[src/hw/rtl/nrd_pkg.sv]
// Types, constants and lookup functions of the character reference decoder.
`timescale 1ns / 1ps
package nrd_pkg;

  localparam logic [20:0] MaxCp       = 21'h10FFFF;
  localparam logic [20:0] C0Last      = 21'h00001F;
  localparam logic [20:0] DelChar     = 21'h00007F;
  localparam logic [20:0] OvrFirst    = 21'h000080;
  localparam logic [20:0] OvrLast     = 21'h00009F;
  localparam logic [20:0] NonCharLo   = 21'h00FDD0;
  localparam logic [20:0] NonCharHi   = 21'h00FDEF;
  localparam logic [15:0] NonCharFffe = 16'hFFFE;
  localparam logic [15:0] NonCharFfff = 16'hFFFF;
  localparam logic [4:0]  MaxPlane    = 5'h10;
  localparam logic [20:0] CharTab     = 21'h000009;
  localparam logic [20:0] CharLf      = 21'h00000A;
  localparam logic [20:0] CharFf      = 21'h00000C;
  localparam logic [15:0] ConsumedMax = 16'hFFFF;

  localparam logic [7:0] AsciiZero  = 8'h30;
  localparam logic [7:0] AsciiNine  = 8'h39;
  localparam logic [7:0] AsciiLowA  = 8'h61;
  localparam logic [7:0] AsciiLowF  = 8'h66;
  localparam logic [7:0] AsciiUpA   = 8'h41;
  localparam logic [7:0] AsciiUpF   = 8'h46;
  localparam logic [7:0] AsciiLowX  = 8'h78;
  localparam logic [7:0] AsciiUpX   = 8'h58;

  typedef enum logic [2:0] {
    PhIdle   = 3'b001,
    PhPrefix = 3'b010,
    PhDigits = 3'b100
  } nrd_phase_e;

  typedef struct packed {
    logic        is_digit;
    logic [3:0]  value;
  } nrd_digit_t;

  typedef struct packed {
    logic        ok;
    logic [20:0] code_point;
  } nrd_verdict_t;

  // Digit value of a character in base 10 or 16.
  function automatic nrd_digit_t nrd_digit(input logic [7:0] c, input logic hex);
    nrd_digit_t r;
    r = '0;
    if (c inside {[AsciiZero:AsciiNine]}) begin
      r.is_digit = 1'b1;
      r.value    = 4'(c - AsciiZero);
    end else if (hex && (c inside {[AsciiLowA:AsciiLowF]})) begin
      r.is_digit = 1'b1;
      r.value    = 4'(c - AsciiLowA + 8'd10);
    end else if (hex && (c inside {[AsciiUpA:AsciiUpF]})) begin
      r.is_digit = 1'b1;
      r.value    = 4'(c - AsciiUpA + 8'd10);
    end
    return r;
  endfunction

  // Replacement code points for 0x80..0x9F; zero marks a slot with no mapping.
  function automatic logic [15:0] nrd_override(input logic [4:0] idx);
    logic [15:0] m;
    case (idx)
      5'h00:   m = 16'h20AC;
      5'h02:   m = 16'h201A;
      5'h03:   m = 16'h0192;
      5'h04:   m = 16'h201E;
      5'h05:   m = 16'h2026;
      5'h06:   m = 16'h2020;
      5'h07:   m = 16'h2021;
      5'h08:   m = 16'h02C6;
      5'h09:   m = 16'h2030;
      5'h0A:   m = 16'h0160;
      5'h0B:   m = 16'h2039;
      5'h0C:   m = 16'h0152;
      5'h0E:   m = 16'h017D;
      5'h11:   m = 16'h2018;
      5'h12:   m = 16'h2019;
      5'h13:   m = 16'h201C;
      5'h14:   m = 16'h201D;
      5'h15:   m = 16'h2022;
      5'h16:   m = 16'h2013;
      5'h17:   m = 16'h2014;
      5'h18:   m = 16'h02DC;
      5'h19:   m = 16'h2122;
      5'h1A:   m = 16'h0161;
      5'h1B:   m = 16'h203A;
      5'h1C:   m = 16'h0153;
      5'h1E:   m = 16'h017E;
      5'h1F:   m = 16'h0178;
      default: m = 16'h0000;
    endcase
    return m;
  endfunction

endpackage

[src/hw/rtl/nrd_req_if.sv]
// Request channel: one character of the reference body.
`timescale 1ns / 1ps
interface nrd_req_if;
  logic       valid;
  logic       ready;
  logic       start_req;
  logic [7:0] char_in;

  modport source (output valid, start_req, char_in, input ready);
  modport sink   (input valid, start_req, char_in, output ready);
endinterface

[src/hw/rtl/nrd_rsp_if.sv]
// Response channel: verdict, code point and consumed count.
`timescale 1ns / 1ps
interface nrd_rsp_if;
  logic        valid;
  logic        ready;
  logic        ok;
  logic [20:0] code_point;
  logic [15:0] consumed;

  modport source (output valid, ok, code_point, consumed, input ready);
  modport sink   (input valid, ok, code_point, consumed, output ready);
endinterface

[src/hw/rtl/nrd_judge.sv]
// Code point verdict: range checks and the 0x80..0x9F override table.
`timescale 1ns / 1ps
module nrd_judge
  import nrd_pkg::*;
(
  input  logic [20:0]  value_i,
  input  logic         too_large_i,
  output nrd_verdict_t verdict_o
);

  logic [15:0] ovr;

  assign ovr = nrd_override(value_i[4:0]);

  always_comb begin
    verdict_o.ok         = 1'b1;
    verdict_o.code_point = value_i;
    if (too_large_i) begin
      verdict_o.ok = 1'b0;
    end else if (value_i <= C0Last) begin
      // TAB, LF and FF are the only allowed controls
      verdict_o.ok = (value_i == CharTab) || (value_i == CharLf) ||
                     (value_i == CharFf);
    end else if (value_i == DelChar) begin
      verdict_o.ok = 1'b0;
    end else if (value_i inside {[OvrFirst:OvrLast]}) begin
      verdict_o.ok         = (ovr != 16'h0000);
      verdict_o.code_point = 21'(ovr);
    end else if (value_i inside {[NonCharLo:NonCharHi]}) begin
      verdict_o.ok = 1'b0;
    end else if (((value_i[15:0] == NonCharFffe) || (value_i[15:0] == NonCharFfff)) &&
                 (value_i[20:16] <= MaxPlane)) begin
      verdict_o.ok = 1'b0;
    end
    if (!verdict_o.ok) begin
      verdict_o.code_point = '0;
    end
  end

endmodule

[src/hw/rtl/numeric_char_ref_decoder_core.sv]
// Top level of the numeric character reference decoder.
// A request that ends the reference passes the input register, then the result
// register. Throughput: one request per cycle while the result slot is free or
// being drained; the decode and the x10/x16 accumulate sit in the single stage
// between the two registers.
// Reset: rst_ni clears the valid flags, the phase, hex mode, value and count.
`timescale 1ns / 1ps
module numeric_char_ref_decoder_core
  import nrd_pkg::*;
#(
  parameter int unsigned COUNT_BITS = 16
) (
  input logic          clk_i,
  input logic          rst_ni,
  nrd_req_if.sink      req_i,
  nrd_rsp_if.source    rsp_o
);

  // input register
  logic       in_vld_q, in_vld_d;
  logic       in_start_q;
  logic [7:0] in_char_q;

  // decoder state
  nrd_phase_e            phase_q, phase_d;
  logic                  hex_q, hex_d;
  logic [20:0]           acc_q, acc_d;
  logic                  tl_q, tl_d;
  logic [COUNT_BITS-1:0] cnt_q, cnt_d;

  // result register
  logic        out_vld_q, out_vld_d;
  logic        out_ok_q;
  logic [20:0] out_cp_q;
  logic [15:0] out_cnt_q;

  logic                  proc;
  logic                  in_fire;
  logic                  emit;
  logic                  res_ok;
  logic [20:0]           res_cp;
  logic [COUNT_BITS-1:0] res_cnt;
  logic [31:0]           res_cnt_ext;
  logic [COUNT_BITS-1:0] cnt_inc;
  nrd_digit_t            dig;
  logic                  dig_hex;
  logic [24:0]           acc_ext;
  logic [24:0]           acc_next;
  nrd_verdict_t          verdict;

  nrd_judge u_judge (
    .value_i     (acc_q),
    .too_large_i (tl_q),
    .verdict_o   (verdict)
  );

  // advance a held request whenever the result slot is free or being drained
  assign proc    = in_vld_q && (!out_vld_q || rsp_o.ready);
  assign in_fire = req_i.valid && req_i.ready;
  assign req_i.ready = !in_vld_q || proc;

  assign cnt_inc = (cnt_q == '1) ? cnt_q : cnt_q + 1'b1;

  // prefix phase takes hex digits; start only looks for decimal ones
  assign dig_hex = !in_start_q && ((phase_q == PhPrefix) || hex_q);
  assign dig     = nrd_digit(in_char_q, dig_hex);
  assign acc_ext = {4'b0000, acc_q};
  assign acc_next = (hex_q ? (acc_ext << 4) : ((acc_ext << 3) + (acc_ext << 1))) +
                    25'(dig.value);

  always_comb begin
    phase_d = phase_q;
    hex_d   = hex_q;
    acc_d   = acc_q;
    tl_d    = tl_q;
    cnt_d   = cnt_q;
    emit    = 1'b0;
    res_ok  = 1'b0;
    res_cp  = '0;
    res_cnt = cnt_q;
    if (in_start_q) begin
      acc_d = '0;
      tl_d  = 1'b0;
      if ((in_char_q == AsciiLowX) || (in_char_q == AsciiUpX)) begin
        hex_d   = 1'b1;
        cnt_d   = COUNT_BITS'(1);
        phase_d = PhPrefix;
      end else begin
        hex_d = 1'b0;
        if (dig.is_digit) begin
          acc_d   = 21'(dig.value);
          cnt_d   = COUNT_BITS'(1);
          phase_d = PhDigits;
        end else begin
          cnt_d   = '0;
          phase_d = PhIdle;
          emit    = 1'b1;
          res_cnt = '0;
        end
      end
    end else begin
      case (phase_q)
        PhPrefix: begin
          if (dig.is_digit) begin
            acc_d   = 21'(dig.value);
            cnt_d   = cnt_inc;
            phase_d = PhDigits;
          end else begin
            phase_d = PhIdle;
            emit    = 1'b1;
          end
        end
        PhDigits: begin
          if (dig.is_digit) begin
            // freeze the value once it has gone past the last code point
            if (!tl_q) begin
              if (acc_next > 25'(MaxCp)) begin
                tl_d = 1'b1;
              end else begin
                acc_d = acc_next[20:0];
              end
            end
            cnt_d = cnt_inc;
          end else begin
            phase_d = PhIdle;
            emit    = 1'b1;
            res_ok  = verdict.ok;
            res_cp  = verdict.code_point;
          end
        end
        default: begin
        end
      endcase
    end
  end

  assign res_cnt_ext = 32'(res_cnt);

  always_comb begin
    in_vld_d = in_vld_q;
    if (in_fire) begin
      in_vld_d = 1'b1;
    end else if (proc) begin
      in_vld_d = 1'b0;
    end
    out_vld_d = out_vld_q;
    if (proc && emit) begin
      out_vld_d = 1'b1;
    end else if (rsp_o.ready) begin
      out_vld_d = 1'b0;
    end
  end

  always_ff @(posedge clk_i or negedge rst_ni) begin
    if (!rst_ni) begin
      in_vld_q  <= 1'b0;
      out_vld_q <= 1'b0;
      phase_q   <= PhIdle;
      hex_q     <= 1'b0;
      acc_q     <= '0;
      tl_q      <= 1'b0;
      cnt_q     <= '0;
    end else begin
      in_vld_q  <= in_vld_d;
      out_vld_q <= out_vld_d;
      if (proc) begin
        phase_q <= phase_d;
        hex_q   <= hex_d;
        acc_q   <= acc_d;
        tl_q    <= tl_d;
        cnt_q   <= cnt_d;
      end
    end
  end

  always_ff @(posedge clk_i) begin
    if (in_fire) begin
      in_start_q <= req_i.start_req;
      in_char_q  <= req_i.char_in;
    end
    if (proc && emit) begin
      out_ok_q  <= res_ok;
      out_cp_q  <= res_cp;
      out_cnt_q <= (res_cnt_ext > 32'(ConsumedMax)) ? ConsumedMax : res_cnt_ext[15:0];
    end
  end

  assign rsp_o.valid      = out_vld_q;
  assign rsp_o.ok         = out_ok_q;
  assign rsp_o.code_point = out_cp_q;
  assign rsp_o.consumed   = out_cnt_q;

endmodule

[src/flat_wrapper.sv]
// flat-port wrapper written by rule: the top's interface ports become plain ports
module numeric_char_ref_decoder_core_flat import nrd_pkg::*;
#(
  parameter int unsigned COUNT_BITS = 16
)
  (clk_i, rst_ni, req_i_valid, req_i_start_req, req_i_char_in, req_i_ready, rsp_o_valid, rsp_o_ok, rsp_o_code_point, rsp_o_consumed, rsp_o_ready);
  nrd_req_if req_i_i ();
  nrd_rsp_if rsp_o_i ();
  input logic clk_i;
  input logic rst_ni;
  input wire logic [$bits(req_i_i.valid)-1:0] req_i_valid;
  input wire logic [$bits(req_i_i.start_req)-1:0] req_i_start_req;
  input wire logic [$bits(req_i_i.char_in)-1:0] req_i_char_in;
  output wire logic [$bits(req_i_i.ready)-1:0] req_i_ready;
  output wire logic [$bits(rsp_o_i.valid)-1:0] rsp_o_valid;
  output wire logic [$bits(rsp_o_i.ok)-1:0] rsp_o_ok;
  output wire logic [$bits(rsp_o_i.code_point)-1:0] rsp_o_code_point;
  output wire logic [$bits(rsp_o_i.consumed)-1:0] rsp_o_consumed;
  input wire logic [$bits(rsp_o_i.ready)-1:0] rsp_o_ready;
  assign req_i_i.valid = req_i_valid;
  assign req_i_i.start_req = req_i_start_req;
  assign req_i_i.char_in = req_i_char_in;
  assign req_i_ready = req_i_i.ready;
  assign rsp_o_valid = rsp_o_i.valid;
  assign rsp_o_ok = rsp_o_i.ok;
  assign rsp_o_code_point = rsp_o_i.code_point;
  assign rsp_o_consumed = rsp_o_i.consumed;
  assign rsp_o_i.ready = rsp_o_ready;
  numeric_char_ref_decoder_core #(.COUNT_BITS(COUNT_BITS)) u_core (.clk_i(clk_i), .rst_ni(rst_ni), .req_i(req_i_i), .rsp_o(rsp_o_i));
endmodule
[config.mk]
export PLATFORM = sky130hd
export DESIGN_NAME = numeric_char_ref_decoder_core_flat
export DESIGN_NICKNAME = d
export VERILOG_FILES = /design/src/hw/rtl/nrd_pkg.sv /design/src/hw/rtl/nrd_req_if.sv /design/src/hw/rtl/nrd_rsp_if.sv /design/src/hw/rtl/nrd_judge.sv /design/src/hw/rtl/numeric_char_ref_decoder_core.sv /design/src/flat_wrapper.sv
export SDC_FILE = /design/constraint.sdc
export NUM_CORES = 1
export LEC_CHECK = 0
export BUFFER_PORTS_ARGS = -buffer_cell sky130_fd_sc_hd__buf_2
export CAP_MARGIN = 20
export CORE_MARGIN = 2
export CORE_UTILIZATION = 55
export CTS_BUF_LIST = sky130_fd_sc_hd__clkbuf_2
export CTS_CLUSTER_DIAMETER = 120
export DETAILED_ROUTE_END_ITERATION = 12
export GPL_TIMING_DRIVEN = 0
export PLACE_DENSITY_LB_ADDON = 0.1
export SLEW_MARGIN = 20
export SYNTH_ARGS = -nofsm -noshare
export SYNTH_HDL_FRONTEND = slang
export SYNTH_SLANG_ARGS = --single-unit
export TNS_END_PERCENT = 20
[constraint.sdc]
create_clock -name clk_i -period 5.13 [get_ports clk_i]
set_clock_uncertainty 0.2 [all_clocks]
set_input_delay 1.026 -clock clk_i [delete_from_list [all_inputs] [get_ports clk_i]]
set_output_delay 1.026 -clock clk_i [all_outputs]
set_load 0.05 [all_outputs]
==> run_results.csv, run 1 <==
group,metric,value,unit
floorplan,coreArea,11900,um^2
worst_setup_path,worstSetupEndpointType,"register",
synthesis,async_reset_ff_share,48.4,%
drt,dr.pass1.iters,6,
synthesis,synthSimpleGateAreaFrac,19.8,%
synthesis,synth_area,6640,um^2
place,place_area,7110,um^2
worst_setup_path,cp_slowest_cell,"or4b_4",
drt,routed_wl,16400,um
synthesis,yosysWarnings,0,
cells_and_area,final_common_cell,"nor2_1",
drt,drtIter0Drc,493,
sta,rsz0062_at_grt,"no",
sta,whs,0.157,ns
synthesis,synth_top_family_by_area,"compound AO/OA/AOI/OAI gates",
synthesis,synth_flop_cell,"edfxtp_1",
drt,vias,5811,
sta,drv_slew,0,
cells_and_area,syn_to_final_growth,10.6,%
clock_tree,holdBufCountCts,0,
synthesis,syn-num-nets,763,
cells_and_area,multi_input_area,3900,um^2
sta,finalHoldViolCount,0,
sta,worstMarginPinSlew,0.700,ns
clock_tree,cts-buffers-inserted,9,
hold_path,hold_path_class,"in2async",
status,status,"completed",
clock_tree,clkTransAtPathRegs,0.30,ns
power_and_ir_drop,p_per_area,200,nW/um^2
sta,setup_viol,0,
clock_tree,numClockSinks,91,
floorplan,die_y,114,um
synthesis,synth_top_area_share,21.3,%
global_route,gr-total-overflow,0,
place,gp_congestion,0.935,
cells_and_area,antenna_cells,0,
cells_and_area,final-seq-area,2520,um^2
floorplan,dieArea,13000,um^2
worst_setup_path,worstSetupStartpointType,"register",
cells_and_area,most-common-layout-cells,"71 x nor2_1, 54 x buf_2, 48 x nand2_1",
power_and_ir_drop,vdd_drop_max,152,uV
power_and_ir_drop,p_leak,3.01,nW
worst_setup_path,critical_path_required,5.44,ns
synthesis,seq_area_frac_synth,37.8,%
sta,fmax,205,MHz
global_route,grt_pass1_wl,26600,um
sta,fin_crit,4.88,ns
synthesis,synth-seq-cells,91,
floorplan,io_pins,53,
synthesis,yosys-top-cells-area,"edfxtp_1 21%, dfrtp_1 16%, ha_1 7.0%",
worst_setup_path,crit_type,"reg2reg",
clock_tree,cts_max_level,3,
worst_setup_path,max_stage_delay,0.59,ns
cells_and_area,layout-drive-gt1-share,16.3,%
synthesis,synth_compound_area_share,20.5,%
worst_setup_path,crit_chain,"ha_1, fa_1, a21o_1, a221oi_4, o211ai_1, xnor2_1, o41a_1, or4b_4, o211a_1, a211oi_2, nor4_2, a21oi_4, buf_6, mux2_1",
cells_and_area,fin_area,7350,um^2
drt,drcViolationCount,0,
synthesis,synth_edf_count,47,
sta,relSlewSlack,52.8,%
worst_setup_path,cp.arrival,5.19,ns
synthesis,netlist.top_cell.by_area,"edfxtp_1",
clock_tree,root_buffer,"clkbuf_2",
global_route,grt_max_degree,45,
worst_setup_path,worst-path-buf-inv,1,
global_route,antenna_found_initial,0,
sta,fin_crit_sh,95.2,%
worst_setup_path,worst-path-max-fanout,10,
flow_run,cap_violations,0,
clock_tree,clk_latency,0.61,ns
synthesis,synthMuxAreaShare,4.54,%
drt,final_antenna_net_count,0,
floorplan,rows,40,
clock_tree,cts_tree,"done",
floorplan,fp.dieW,114,um
place,io_buffer_count,52,
synthesis,synthXorXnorAreaFrac,5.67,%
place,dp_hpwl,12300,um
clock_tree,clockBufferDepth,2,
global_route,grt_usage,25.6,%
synthesis,synthAdderAreaFrac,7.27,%
worst_setup_path,crit_family,"compound AO/OA/AOI/OAI gates",
floorplan,initial_utilization,55.8,%
cells_and_area,fin_nets,830,
cells_and_area,fillCellCount,1063,
synthesis,synth.avg_cell_area,9.33,um^2
drt,routedWlPerCell,17.6,um
drt,routed_via_density,6.24,
global_route,grt_pass1_vias,5414,
synthesis,synthCells,712,
synthesis,synth_cell_types,87,
metal layers:
| metal | share of wire [%] | wire length (um) | global-route usage (%) |
|---|---|---|---|
| met4 | 2.5 | 418 | 10.4 |
| met3 | 4.7 | 766 | 3.24 |
| met2 | 47 | 7700 | 41.8 |
| met1 | 46 | 7540 | 34.8 |
| met5 | 0 | 0 | 0 |
logic make-up after synthesis:
group,count (synthesis)
XOR/XNOR,43
flip-flops,91
multiplexers,27
adder cells (fa/ha/maj),38
AO/OA/AOI/OAI,187
AND/OR/NAND/NOR,256
buffers and inverters,70
area by class of cell:
type                            instances  area share (%)
Tap cell                              147            2.50
Timing Repair Buffer                   58            4.36
Clock buffer                           10           0.681
Clock inverter                          6            1.09
Multi-Input combinational cell        551            53.1
Buffer                                 33            2.23
Sequential cell                        91            34.3
Inverter                               35            1.79
worst paths after layout:
kind                                   start           endpoint  slack, ns  depth (start not counted)
setup / recovery             u_core.acc_q[0]    u_core.acc_q[3]       0.25                         14
hold / removal                        rst_ni    u_core.cnt_q[6]       0.16                          1
setup reg to reg             u_core.acc_q[0]    u_core.acc_q[3]       0.25                         14
hold reg to reg            u_core.phase_q[0]  u_core.phase_q[0]       0.36                          1
max in group asynchronous             rst_ni       u_core.hex_q       4.12                          1
min in group clk_i         u_core.phase_q[0]  u_core.phase_q[0]       0.36                          1
report_power, final:
group | internal (W) | switching [W] | total [W] | leakage (nW)
logic | 0.0000713 | 0.000171 | 0.000242 | 1.89
clock network | 0.000124 | 0.000272 | 0.000396 | 0.0763
registers | 0.000810 | 0.0000216 | 0.000831 | 1.05
metrics by stage:
| stage | power (W) | setup slack, ns | TNS [ns] | util, % | cells |
|---|---|---|---|---|---|
| 2_1_floorplan | 0.00102 | 0.342 | 0 | - | 712 |
| 3_3_place_gp | 0.00107 | -1.03 | -19.85 | 59.5 | 911 |
| 3_5_place_dp | 0.00108 | -1.16 | -22.45 | 59.7 | 912 |
| 4_1_cts | 0.00147 | 0.0496 | 0 | 60.8 | 926 |
| 5_1_grt | 0.00153 | 0.0360 | 0 | 61.7 | 931 |
| 6_report | 0.00147 | 0.248 | 0 | 61.7 | 931 |
cells in the mapped netlist, types with 7 or more instances:
cell type,instances
nor3_1,15
edfxtp_1,47
and3_1,9
nand2b_1,12
inv_1,34
o21ai_0,32
nor2_1,72
nor4_1,7
mux2i_1,20
o2bb2ai_1,15
clkbuf_1,26
ha_1,37
nand3_1,23
and2_1,23
o211ai_1,11
nand2_1,49
xor2_1,26
dfrtp_1,43
a21o_1,10
a21oi_1,36
nand4_1,7
xnor2_1,17
or3_1,7
what timing repair did:
item | CTS | global route
setup buffers | 0 | 5
setup endpoints to repair | 25 | 42
pin swaps | 0 | 1
resized for setup | 7 | 20
sequential cells by signal, summed over array words and instances (netlist names):
| register | flops |
|---|---|
| u_core.rsp_o.ok | 1 |
| u_core.hex_q | 1 |
| u_core.in_start_q | 1 |
| u_core.tl_q | 1 |
| u_core.acc_q | 21 |
| u_core.phase_q | 3 |
| u_core.in_vld_q | 1 |
| u_core.cnt_q | 16 |
| u_core.rsp_o.valid | 1 |
| u_core.rsp_o.consumed | 16 |
| u_core.in_char_q | 8 |
| u_core.rsp_o.code_point | 21 |
No activity file was read; power rests on OpenSTA's default activity.
==> inputs of run 2 (changes only) <==
BUFFER_PORTS_ARGS = default   (was -buffer_cell sky130_fd_sc_hd__buf_2)
DONT_BUFFER_PORTS = 1   (was default)
==> run 2 against run 1 <==
Effect of this change:
- clock power up 2%
- global-route usage shrank 0.051 points
- worst hold slack improved by 0.13 ns
- maximum frequency down 1.3%
- critical path depth grew 1
==> run_results.csv, run 2 (synthesis results as in run 1) <==
group,metric,value,unit
status,status,"completed",
worst_setup_path,cp.arrival,5.16,ns
drt,routed_wl,16100,um
power_and_ir_drop,switching_share,31.8,%
flow_run,cap_violations,0,
power_and_ir_drop,power.total,0.00146,W
worst_setup_path,worstSetupEndpointType,"register",
place,dp_hpwl,11900,um
worst_setup_path,worst-path-max-fanout,10,
power_and_ir_drop,p_leak,2.81,nW
power_and_ir_drop,p_sw,0.000464,W
worst_setup_path,crit_type,"reg2reg",
cells_and_area,fillCellCount,1048,
drt,routed_via_density,6.41,
global_route,gr-total-overflow,0,
floorplan,coreArea,11900,um^2
worst_setup_path,critical_path_required,5.34,ns
global_route,grt_usage,25.5,%
place,gp_congestion,0.945,
drt,drtIter0Drc,467,
drt,final_antenna_net_count,0,
floorplan,io_pins,53,
floorplan,die_y,114,um
power_and_ir_drop,p_comb_share,10.3,%
clock_tree,clk_latency,0.62,ns
clock_tree,root_buffer,"clkbuf_2",
floorplan,dieArea,13000,um^2
sta,fin_crit_sh,96.4,%
cells_and_area,final_common_cell,"nor2_1",
cells_and_area,antenna_cells,0,
sta,setup_viol,0,
worst_setup_path,r2r_slack,0.18,ns
worst_setup_path,endpoint,"u_core.rsp_o.code_point[16]",
global_route,antenna_found_initial,0,
sta,fmax,202,MHz
place,place_area,6850,um^2
cells_and_area,fin_nets,778,
sta,worstMarginPinSlew,0.754,ns
drt,dr.pass1.iters,6,
drt,vias,5631,
cells_and_area,fin_area,7070,um^2
global_route,grt_max_degree,45,
cells_and_area,multi_input_area,3870,um^2
sta,relSlewSlack,49.1,%
sta,finalHoldViolCount,0,
cells_and_area,layout-drive-gt1-share,9.15,%
clock_tree,cts_tree,"done",
clock_tree,cts_max_level,3,
cells_and_area,most-common-layout-cells,"71 x nor2_1, 48 x nand2_1, 47 x edfxtp_1",
clock_tree,numClockSinks,91,
drt,routedWlPerCell,18.4,um
floorplan,fp.dieW,114,um
clock_tree,clockBufferDepth,2,
clock_tree,cts-buffers-inserted,9,
hold_path,hold_path_class,"in2reg",
drt,drcViolationCount,0,
cells_and_area,final_core_util,59.4,%
global_route,grt_pass1_wl,26500,um
cells_and_area,syn_to_final_growth,6.46,%
power_and_ir_drop,p_clk_share,27.6,%
global_route,grt_pass1_vias,5307,
sta,rsz0062_at_grt,"yes",
sta,drv_slew,0,
worst_setup_path,critPathLaunch,"u_core.acc_q[0]",
floorplan,rows,40,
worst_setup_path,worstSetupStartpointType,"register",
worst_setup_path,r2r_end,"u_core.rsp_o.code_point[16]",
cells_and_area,final-seq-area,2510,um^2
floorplan,initial_utilization,55.8,%
power_and_ir_drop,p_int,0.000993,W
sta,fin_setup_tns,0,ns
clock_tree,clkTransAtPathRegs,0.28,ns
worst_setup_path,reg2regPathDepth,15,
sta,whs,0.284,ns
worst_setup_path,reg2reg_from,"u_core.acc_q[0]",
power_and_ir_drop,p_seq_share,62.1,%
power_and_ir_drop,vdd_drop_max,162,uV
place,io_buffer_count,0,
sta,fin_crit,4.95,ns
power_and_ir_drop,p_per_area,206,nW/um^2
## run 2: changes by cell type in the layout (fill, tap and decap cells not counted), sizes merged
cell,delta
buf,-52
clkbuf,-1
clkinv,+1
clkinvlp,-1
dlygate4sd3,+1
## run 2: power groups by stage
stage | Clock (W) | Sequential (W) | Combinational (W)
after floorplan | 0 | 0.000912 | 0.000104
final | 0.000402 | 0.000904 | 0.000151
after global placement | 0 | 0.000919 | 0.000129
after detailed placement | 0 | 0.000919 | 0.000137
after global routing | 0.000435 | 0.000910 | 0.000167
after CTS | 0.000413 | 0.000904 | 0.000148
## run 2: worst min-delay path by stage
stage                       from             endpoint  slack [ns]  depth (start not counted)
2_1_floorplan  u_core.phase_q[0]    u_core.phase_q[0]        0.31                          1
5_1_grt         req_i_char_in[7]  u_core.in_char_q[7]        0.21                          0
4_1_cts         req_i_char_in[7]  u_core.in_char_q[7]        0.24                          0
6_report        req_i_char_in[7]  u_core.in_char_q[7]        0.28                          0
3_5_place_dp   u_core.phase_q[0]    u_core.phase_q[0]        0.32                          1
3_3_place_gp   u_core.phase_q[0]    u_core.phase_q[0]        0.32                          1
## run 2: stage by stage
step,setup WS [ns],instances
after global placement,-1.03,859
after CTS,0.00647,878
after floorplan,0.342,712
after detailed placement,-1.13,860
after global routing,-0.0301,879
final,0.184,879
## run 2: what timing repair did
| item | in CTS | in global routing |
|---|---|---|
| setup endpoints to repair | 32 | 32 |
| hold buffers | 2 | 0 |
| pin swaps | 2 | 0 |
| gates resized for setup | 5 | 10 |
| hold endpoints to repair | 44 | 0 |
| setup buffers | 2 | 1 |
## run 2: area by class of cell
cell class | count | share of cell area, %
multi-input combinational | 551 | 54.7
sequential | 91 | 35.6
tap | 147 | 2.60
buffer | 33 | 2.21
inverter | 35 | 1.86
timing repair buffer | 6 | 1.24
clock inverter | 6 | 1.08
clock buffer | 10 | 0.708
## run 2: critical path, cell delays in order, from the launching register on
cell	delay [ns]
dfrtp_1	0.55
clkbuf_1	0.41
inv_1	0.25
ha_1	0.25
clkbuf_1	0.22
nor3_1	0.20
a21oi_1	0.05
or3_1	0.35
a21bo_2	0.23
or4_1	0.51
o41ai_1	0.55
a221oi_1	0.14
o211ai_1	0.21
buf_4	0.17
clkbuf_1	0.36
nor2_1	0.09
## run 2: layer usage
layer,GRT usage (%),wire length (um)
met2,40.5,7420
met4,11.3,402
met1,34.8,7420
met3,4.14,894
met5,0,0
